==> src/sv/bfa_pkg.sv <==
`timescale 1ns / 1ps
`default_nettype none
package bfa_pkg;
   localparam logic [2:0] ACT_ALLOC   = 3'd0;
   localparam logic [2:0] ACT_FREE    = 3'd1;
   localparam logic [2:0] ACT_RESERVE = 3'd2;
   localparam logic [2:0] ACT_RELEASE = 3'd3;
   localparam logic [2:0] ACT_MARKALL = 3'd4;

   typedef struct packed {
      logic [2:0]  action;
      logic [31:0] free_address;
      logic [15:0] range_start;
      logic [15:0] range_end;
   } req_type;

   typedef struct packed {
      logic        alloc_ok;
      logic [26:0] alloc_address;
      logic [15:0] used_frames;
      logic [15:0] free_frames;
   } rsp_type;

   typedef enum logic [2:0] {
      OP_NONE, OP_SET, OP_CLEAR, OP_ALLOC
   } op_type;

   typedef struct packed {
      logic   load;
      logic   step;
      op_type op;
      logic   set_count;
      logic   finish;
   } cmd_type;

   typedef struct packed {
      logic last;
      logic hit;
   } sts_type;
endpackage
`default_nettype wire

==> src/sv/bfa_ctrl.sv <==
`timescale 1ns / 1ps
`default_nettype none
module bfa_ctrl (
   input  wire logic           clock,
   input  wire logic           reset,
   input  wire logic           start,
   input  wire logic [2:0]     action,
   input  wire bfa_pkg::sts_type sts,
   output logic                busy,
   output bfa_pkg::cmd_type    cmd
);
   typedef enum logic [1:0] {S_IDLE, S_INIT, S_WALK, S_DONE} state_type;
   state_type state_ff;
   bfa_pkg::op_type op_ff;
   logic markall_ff;

   always_ff @(posedge clock) begin
      if (reset) begin
         state_ff <= S_INIT;
         op_ff <= bfa_pkg::OP_NONE;
         markall_ff <= 1'b0;
      end else begin
         unique case (state_ff)
            S_INIT: begin
               if (sts.last) state_ff <= S_IDLE;
            end
            S_IDLE: begin
               if (start) begin
                  state_ff <= S_WALK;
                  markall_ff <= (action == bfa_pkg::ACT_MARKALL);
                  unique case (action)
                     bfa_pkg::ACT_ALLOC: op_ff <= bfa_pkg::OP_ALLOC;
                     bfa_pkg::ACT_FREE, bfa_pkg::ACT_RELEASE: op_ff <= bfa_pkg::OP_CLEAR;
                     bfa_pkg::ACT_RESERVE, bfa_pkg::ACT_MARKALL: op_ff <= bfa_pkg::OP_SET;
                     default: op_ff <= bfa_pkg::OP_NONE;
                  endcase
               end
            end
            S_WALK: begin
               if (sts.last || (op_ff == bfa_pkg::OP_ALLOC && sts.hit)) state_ff <= S_DONE;
            end
            S_DONE: state_ff <= S_IDLE;
            default: state_ff <= S_IDLE;
         endcase
      end
   end

   always_comb begin
      busy = (state_ff != S_IDLE);
      cmd.load = (state_ff == S_IDLE) && start;
      cmd.step = (state_ff == S_WALK) || (state_ff == S_INIT);
      cmd.op = (state_ff == S_INIT) ? bfa_pkg::OP_SET : op_ff;
      cmd.set_count = (state_ff == S_INIT) || ((state_ff == S_WALK) && markall_ff);
      cmd.finish = (state_ff == S_DONE);
   end
endmodule
`default_nettype wire

==> config.mk <==
export PLATFORM = sky130hd
export DESIGN_NAME = bfa_ctrl
export DESIGN_NICKNAME = d
export VERILOG_FILES = /design/src/sv/bfa_pkg.sv /design/src/sv/bfa_ctrl.sv
export SDC_FILE = /design/constraint.sdc
export NUM_CORES = 1
export LEC_CHECK = 0
export ABC_AREA = 1
export BUFFER_PORTS_ARGS = -buffer_cell sky130_fd_sc_hd__buf_2
export CORE_AREA = 2 2 39 41
export CTS_BUF_LIST = sky130_fd_sc_hd__clkbuf_4 sky130_fd_sc_hd__clkbuf_8
export DETAILED_ROUTE_END_ITERATION = 6
export DIE_AREA = 0 0 41 43
export GPL_TIMING_DRIVEN = 0
export SLEW_MARGIN = 20
export SYNTH_ARGS = -nofsm -noshare
export SYNTH_HDL_FRONTEND = slang
export SYNTH_SLANG_ARGS = --single-unit
==> constraint.sdc <==
create_clock -name clock -period 2.5 [get_ports clock]
set_input_delay 0.375 -clock clock [delete_from_list [all_inputs] [get_ports clock]]
set_output_delay 0.375 -clock clock [all_outputs]
set_load 0.05 [all_outputs]
==> impl_metrics.env, run 1 <==
export IMPL_period_share_pct=72.1
export IMPL_finalCriticalPeriod_ps=1800
export IMPL_rsz0062_at_grt="no"
export IMPL_worstPathArrival_ps=1430
export IMPL_hold_viol=0
export IMPL_clock_path_buffers=2
export IMPL_yosysSeqAreaShare_pct=27.1
export IMPL_grt_pass1_vias=284
export IMPL_viasPerCell=4.04
export IMPL_final_setup_tns_ps=0
export IMPL_die_w_um=41
export IMPL_antenna_left=0
export IMPL_max_cap_violations=0
export IMPL_worst_slack_ps=698
export IMPL_synth_area_per_cell_sq_um=7.24
export IMPL_leakage_nw=0.273
export IMPL_start_kind="flop"
export IMPL_postCtsSetupBuffers=0
export IMPL_design_die_area_sq_um=1760
export IMPL_die_h_um=43
export IMPL_synthMuxAreaShare_pct=0
export IMPL_r2r_end="state_ff[0]"
export IMPL_worstPathRequired_ps=2120
export IMPL_diodes=0
export IMPL_yosys_warnings=0
export IMPL_dr_pass1_iters=2
export IMPL_grt_pass1_wl_um=986
export IMPL_core_sq_um=1380
export IMPL_cts_resized=0
export IMPL_synth_xor_xnor_area_share_pct=0
export IMPL_area_delta_synth_final_pct=32.5
export IMPL_cts_root_buf="clkbuf_4"
export IMPL_cts_tree="built"
export IMPL_ioPinCount=16
export IMPL_synth_area_sq_um=369
export IMPL_whs_path_depth=2
export IMPL_grt_busiest_layer="met2"
export IMPL_synth_compound_area_share_pct=11.5
export IMPL_cts_hold_buf=0
export IMPL_finalWirelength_um=666
export IMPL_antenna_found_initial=0
export IMPL_via_count=343
export IMPL_worstRegToRegCells=8
export IMPL_synthAdderAreaFrac_pct=16.9
export IMPL_num_rows=14
export IMPL_clock_sinks=5
export IMPL_portBuffers=14
export IMPL_start_util_pct=26.7
export IMPL_gp_congestion=0.610
export IMPL_grt_use_met3_pct=3.14
export IMPL_drc=0
export IMPL_hp_start="action[1]"
export IMPL_overflow=0
export IMPL_cts_max_level=1
export IMPL_status="complete, no violations"
export IMPL_cts_buffers=3
export IMPL_total_power_mw=0.389
export IMPL_r2r_start="state_ff[1]"
export IMPL_crit_fanout=4
export IMPL_setup_viol=0
export IMPL_r2r_setup_slack_ps=1260
export IMPL_synth_cells=51
export IMPL_holdPathEnd="op_ff[1]"
export IMPL_powerDensity_nw_per_um2=795
export IMPL_synthSimpleGateAreaFrac_pct=30.2
export IMPL_max_freq_ghz=0.555
export IMPL_synth_top_family_by_area="simple AND/OR/NAND/NOR gates"
export IMPL_grt_use_met1_pct=10.1
export IMPL_wire_per_inst_um=7.84
export IMPL_drv_slew=0
export IMPL_yosysUniqueCellTypes=19
export IMPL_dp_hpwl_um=573
export IMPL_syn_num_nets=64
export IMPL_path_clk_slew_ps=40
export IMPL_drtIter0Drc=5
export IMPL_fin_nets=83
export IMPL_vdd_ir_drop_max_mv=0.230
export IMPL_end_kind="primary output"
export IMPL_grt_use_met2_pct=11.3
export IMPL_dpl_worst_slack_ps=936
export IMPL_worstHoldPathType="in2reg"
export IMPL_ys_seq_elements=5
export IMPL_grt_max_degree=7
export IMPL_clkLatencyLatePin_ps=240
export IMPL_fin_skew_ps=2.49
export IMPL_drive_gt1_share_pct=42.0
export IMPL_critPathKind="reg2out"
export IMPL_grt_usage_pct=8.86
[layout by cell type (no fill, tap or decap)]
master and instances:
buf_4 1, or2_4 1, nor2_2 1, nand3_1 2, nand3_2 1, ha_1 5
dfxtp_1 5, a21oi_1 5, inv_2 1, o211ai_1 1, nor2_4 1, nand2_1 7
or2_2 1, inv_1 10, buf_2 14, o21ai_0 1, clkbuf_4 4, conb_1 1
nor2_1 2, nand2_2 4, o21ai_1 1
[metal layers]
| metal | wire length [um] | vias to the layer above | share of wire [%] |
|---|---|---|---|
| li1 | - | 188 | - |
| met1 | 322 | 141 | 48 |
| met2 | 284 | 12 | 43 |
| met3 | 46 | 2 | 6.9 |
| met4 | 13 | 0 | 2.0 |
| met5 | 0 | - | 0 |
[registers in the layout, indices dropped and copies added (netlist names)]
name	flops
markall_ff	1
state_ff	2
op_ff	2
[worst max path at each step]
| stage | endpoint | startpoint | slack, ps | cells after the start |
|---|---|---|---|---|
| 3_3_place_gp | cmd[2] | state_ff[1] | 970 | 4 |
| 4_1_cts | cmd[2] | state_ff[1] | 680 | 4 |
| 5_1_grt | cmd[2] | state_ff[1] | 640 | 4 |
| 6_report | cmd[2] | state_ff[1] | 700 | 4 |
| 3_5_place_dp | cmd[2] | state_ff[1] | 940 | 4 |
| 2_1_floorplan | state_ff[0] | state_ff[1] | 920 | 8 |
[synth_stat cells (all sizes together)]
cell | count | area [sq um]
buf | 1 | 7.51
o211ai | 1 | 7.51
inv | 11 | 41.3
ha | 5 | 62.6
nand3 | 3 | 20.0
o21ai | 2 | 10.0
or2 | 2 | 15.0
a21oi | 5 | 25.0
nand2 | 11 | 51.3
dfxtp | 5 | 100
conb | 1 | 3.75
nor2 | 4 | 25.0
[power breakdown]
part / leakage [nW] / switching [mW] / internal, mW / total [mW]
Sequential: 0.0411 / 0.00734 / 0.0890 / 0.0963
Clock: 0.0184 / 0.0318 / 0.0711 / 0.103
Combinational: 0.213 / 0.140 / 0.0501 / 0.190
Total: 0.273 / 0.179 / 0.210 / 0.389
[per-stage QoR]
step / std cells / instance area, sq um / hold slack (ps) / util [%]
2_1_floorplan: 51 / 369 / 440 / -
3_3_place_gp: 81 / 459 / 468 / 33.2
3_5_place_dp: 81 / 459 / 469 / 33.2
4_1_cts: 85 / 489 / 314 / 35.4
5_1_grt: 85 / 489 / 319 / 35.4
6_report: 85 / 489 / 324 / 35.4
[critical path, cell delays in order (launching register included)]
cell	delay, ps
dfxtp_1	370
inv_1	90
ha_1	230
or2_2	280
buf_2	210
[cell families after synthesis]
logic type / after synthesis
AOI/OAI and AO/OA: 8
buffers and inverters: 12
DFF: 5
other: 1
adders and majority gates: 5
and+or+nand+nor: 20
[layout make-up]
class / count / area [sq um]
Multi-Input combinational cell: 34 / 220
Fill cell: 153 / 895
Timing Repair Buffer: 14 / 70.1
Sequential cell: 5 / 100
Inverter: 11 / 41.3
Buffer: 1 / 7.51
Clock buffer: 4 / 30.0
Tap cell: 16 / 20.0
No activity file was read; power rests on OpenSTA's default activity.
==> run 2, diff against run 1 <==
==> constraint.sdc (replaced) <==
create_clock -name clock -period 1.7 [get_ports clock]
set_input_delay 0.255 -clock clock [delete_from_list [all_inputs] [get_ports clock]]
set_output_delay 0.255 -clock clock [all_outputs]
set_load 0.05 [all_outputs]
==> run 2 against run 1 <==
  * Register-to-register slack got worse by 770 ps
  * Global-route usage is the same
  * Utilization is 0.27 points higher
  * Die area stayed put
  * Sequential share of layout area is 0.098 points higher
  * Routed wire length is 0.30% higher
  * Critical path depth grew 1
  * Largest power group unchanged
==> impl_metrics.env, run 2 (synthesis results as in run 1) <==
export IMPL_dr_pass1_iters=2
export IMPL_rsz0062_at_grt="no"
export IMPL_core_sq_um=1380
export IMPL_drv_slew=0
export IMPL_swShare_pct=45.6
export IMPL_cts_root_buf="clkbuf_4"
export IMPL_drtIter0Drc=5
export IMPL_finalWirelength_um=668
export IMPL_antenna_found_initial=0
export IMPL_cp_top_family="flip-flops"
export IMPL_clkLatencyLatePin_ps=240
export IMPL_start_kind="flop"
export IMPL_crit_path_max_incr_delay_ps=380
export IMPL_gp_congestion=0.610
export IMPL_area_delta_synth_final_pct=33.6
export IMPL_final_common_cell="buf_2"
export IMPL_fin_skew_ps=2.49
export IMPL_top_regs="op_ff: 2 flops, state_ff: 2 flops, markall_ff: 1 flops"
export IMPL_path_clk_slew_ps=40
export IMPL_fin_nets=83
export IMPL_hold_viol=0
export IMPL_cts_hold_buf=0
export IMPL_worstRegToRegCells=6
export IMPL_ioPinCount=16
export IMPL_vdd_ir_drop_max_mv=0.339
export IMPL_num_rows=14
export IMPL_max_freq_ghz=0.619
export IMPL_drc=0
export IMPL_via_count=345
export IMPL_finalCriticalPeriod_ps=1610
export IMPL_clock_sinks=5
export IMPL_end_kind="primary output"
export IMPL_internal_power_mw=0.314
export IMPL_postCtsSetupBuffers=0
export IMPL_clockPowerShare_pct=26.2
export IMPL_crit_fanout=6
export IMPL_worstPathRequired_ps=1440
export IMPL_cts_max_level=1
export IMPL_design_die_area_sq_um=1760
export IMPL_drive_gt1_share_pct=43.5
export IMPL_worstPathArrival_ps=1360
export IMPL_cp_slowest_cell="dfxtp_1"
export IMPL_grt_usage_pct=8.86
export IMPL_grt_max_degree=7
export IMPL_cp_depth=5
export IMPL_powerDensity_nw_per_um2=1170
export IMPL_viasPerCell=4.06
export IMPL_critPathKind="reg2out"
export IMPL_clock_path_buffers=2
export IMPL_die_h_um=43
export IMPL_start_util_pct=26.7
export IMPL_wire_per_inst_um=7.86
export IMPL_cp_num_buf_inv=3
export IMPL_period_share_pct=95.0
export IMPL_max_cap_violations=0
export IMPL_die_w_um=41
export IMPL_path_common_cell="inv_1"
export IMPL_cts_tree="built"
export IMPL_dp_hpwl_um=573
export IMPL_worst_slack_ps=85.2
export IMPL_cts_buffers=3
export IMPL_status="complete, no violations"
export IMPL_switchingPower_mw=0.263
export IMPL_final_cell_mix="buf_2, inv_1, nand2_1, a21oi_1, ha_1"
export IMPL_leakage_nw=0.274
export IMPL_final_setup_tns_ps=0
export IMPL_worstHoldPathType="in2reg"
export IMPL_seqPwrFrac_pct=24.7
export IMPL_overflow=0
export IMPL_dpl_worst_slack_ps=256
export IMPL_portBuffers=14
export IMPL_setup_viol=0
export IMPL_grt_pass1_vias=284
export IMPL_share_comb_of_total_power_pct=49.1
export IMPL_diodes=0
export IMPL_grt_pass1_wl_um=986
export IMPL_whs_path_depth=2
export IMPL_antenna_left=0
export IMPL_worstPathCellList="inv_1, ha_1, nand2_2, inv_1, buf_2"
==> run 2: cell count changes in the layout (fill, tap and decap cells not counted) <==
cell and change:
dfxtp_1 -1, buf_2 -1, buf_4 +1, dfxtp_2 +1
==> run 2: what timing repair did <==
action | in CTS | in global routing
resized for setup | 1 | 1
setup endpoints to repair | 1 | 1
gates cloned | 0 | 0
==> run 2: metal layers <==
layer	vias up	routed length, um	track usage (%)
li1	188	-	-
met5	-	0	0
met4	0	13	10.0
met2	12	288	11.3
met1	143	321	10.1
met3	2	45	3.14
==> run 2: power groups by stage <==
stage	clock network [mW]	logic (mW)	registers (mW)
floorplan	0	0.232	0.142
global placement	0	0.278	0.144
detailed placement	0	0.281	0.144
CTS	0.158	0.286	0.142
global route	0.166	0.303	0.144
finish	0.151	0.283	0.143
==> run 2: area by class of cell <==
| type | instances | area [sq um] |
|---|---|---|
| Buffer | 1 | 7.51 |
| Inverter | 11 | 41.3 |
| Multi-Input combinational cell | 34 | 220 |
| Tap cell | 16 | 20.0 |
| Timing Repair Buffer | 14 | 72.6 |
| Sequential cell | 5 | 101 |
| Clock buffer | 4 | 30.0 |
| Fill cell | 156 | 891 |
==> run 2: worst register-to-register path: stages (launching register included) <==
cell and delay (ps):
dfxtp_1 330, inv_1 110, ha_1 210, inv_2 60, or2_4 230, nand3_1 90
nand3_2 70
==> run 2: worst paths after layout <==
| check | slack (ps) | startpoint | to |
|---|---|---|---|
| setup / recovery | 90 | state_ff[0] | cmd[6] |
| hold / removal | 200 | action[1] | op_ff[1] |
| setup reg to reg | 490 | state_ff[0] | state_ff[0] |
| hold reg to reg | 470 | op_ff[0] | op_ff[0] |
==> run 2: through the flow <==
stage | std cells | hold WS, ps | instance area [sq um] | total power, mW | utilization (%)
finish | 85 | 204 | 493 | 0.577 | 35.6
global route | 85 | 199 | 493 | 0.614 | 35.6
CTS | 85 | 194 | 492 | 0.586 | 35.5
detailed placement | 81 | 453 | 459 | 0.425 | 33.2
global placement | 81 | 447 | 459 | 0.422 | 33.2
floorplan | 51 | 324 | 369 | 0.374 | -
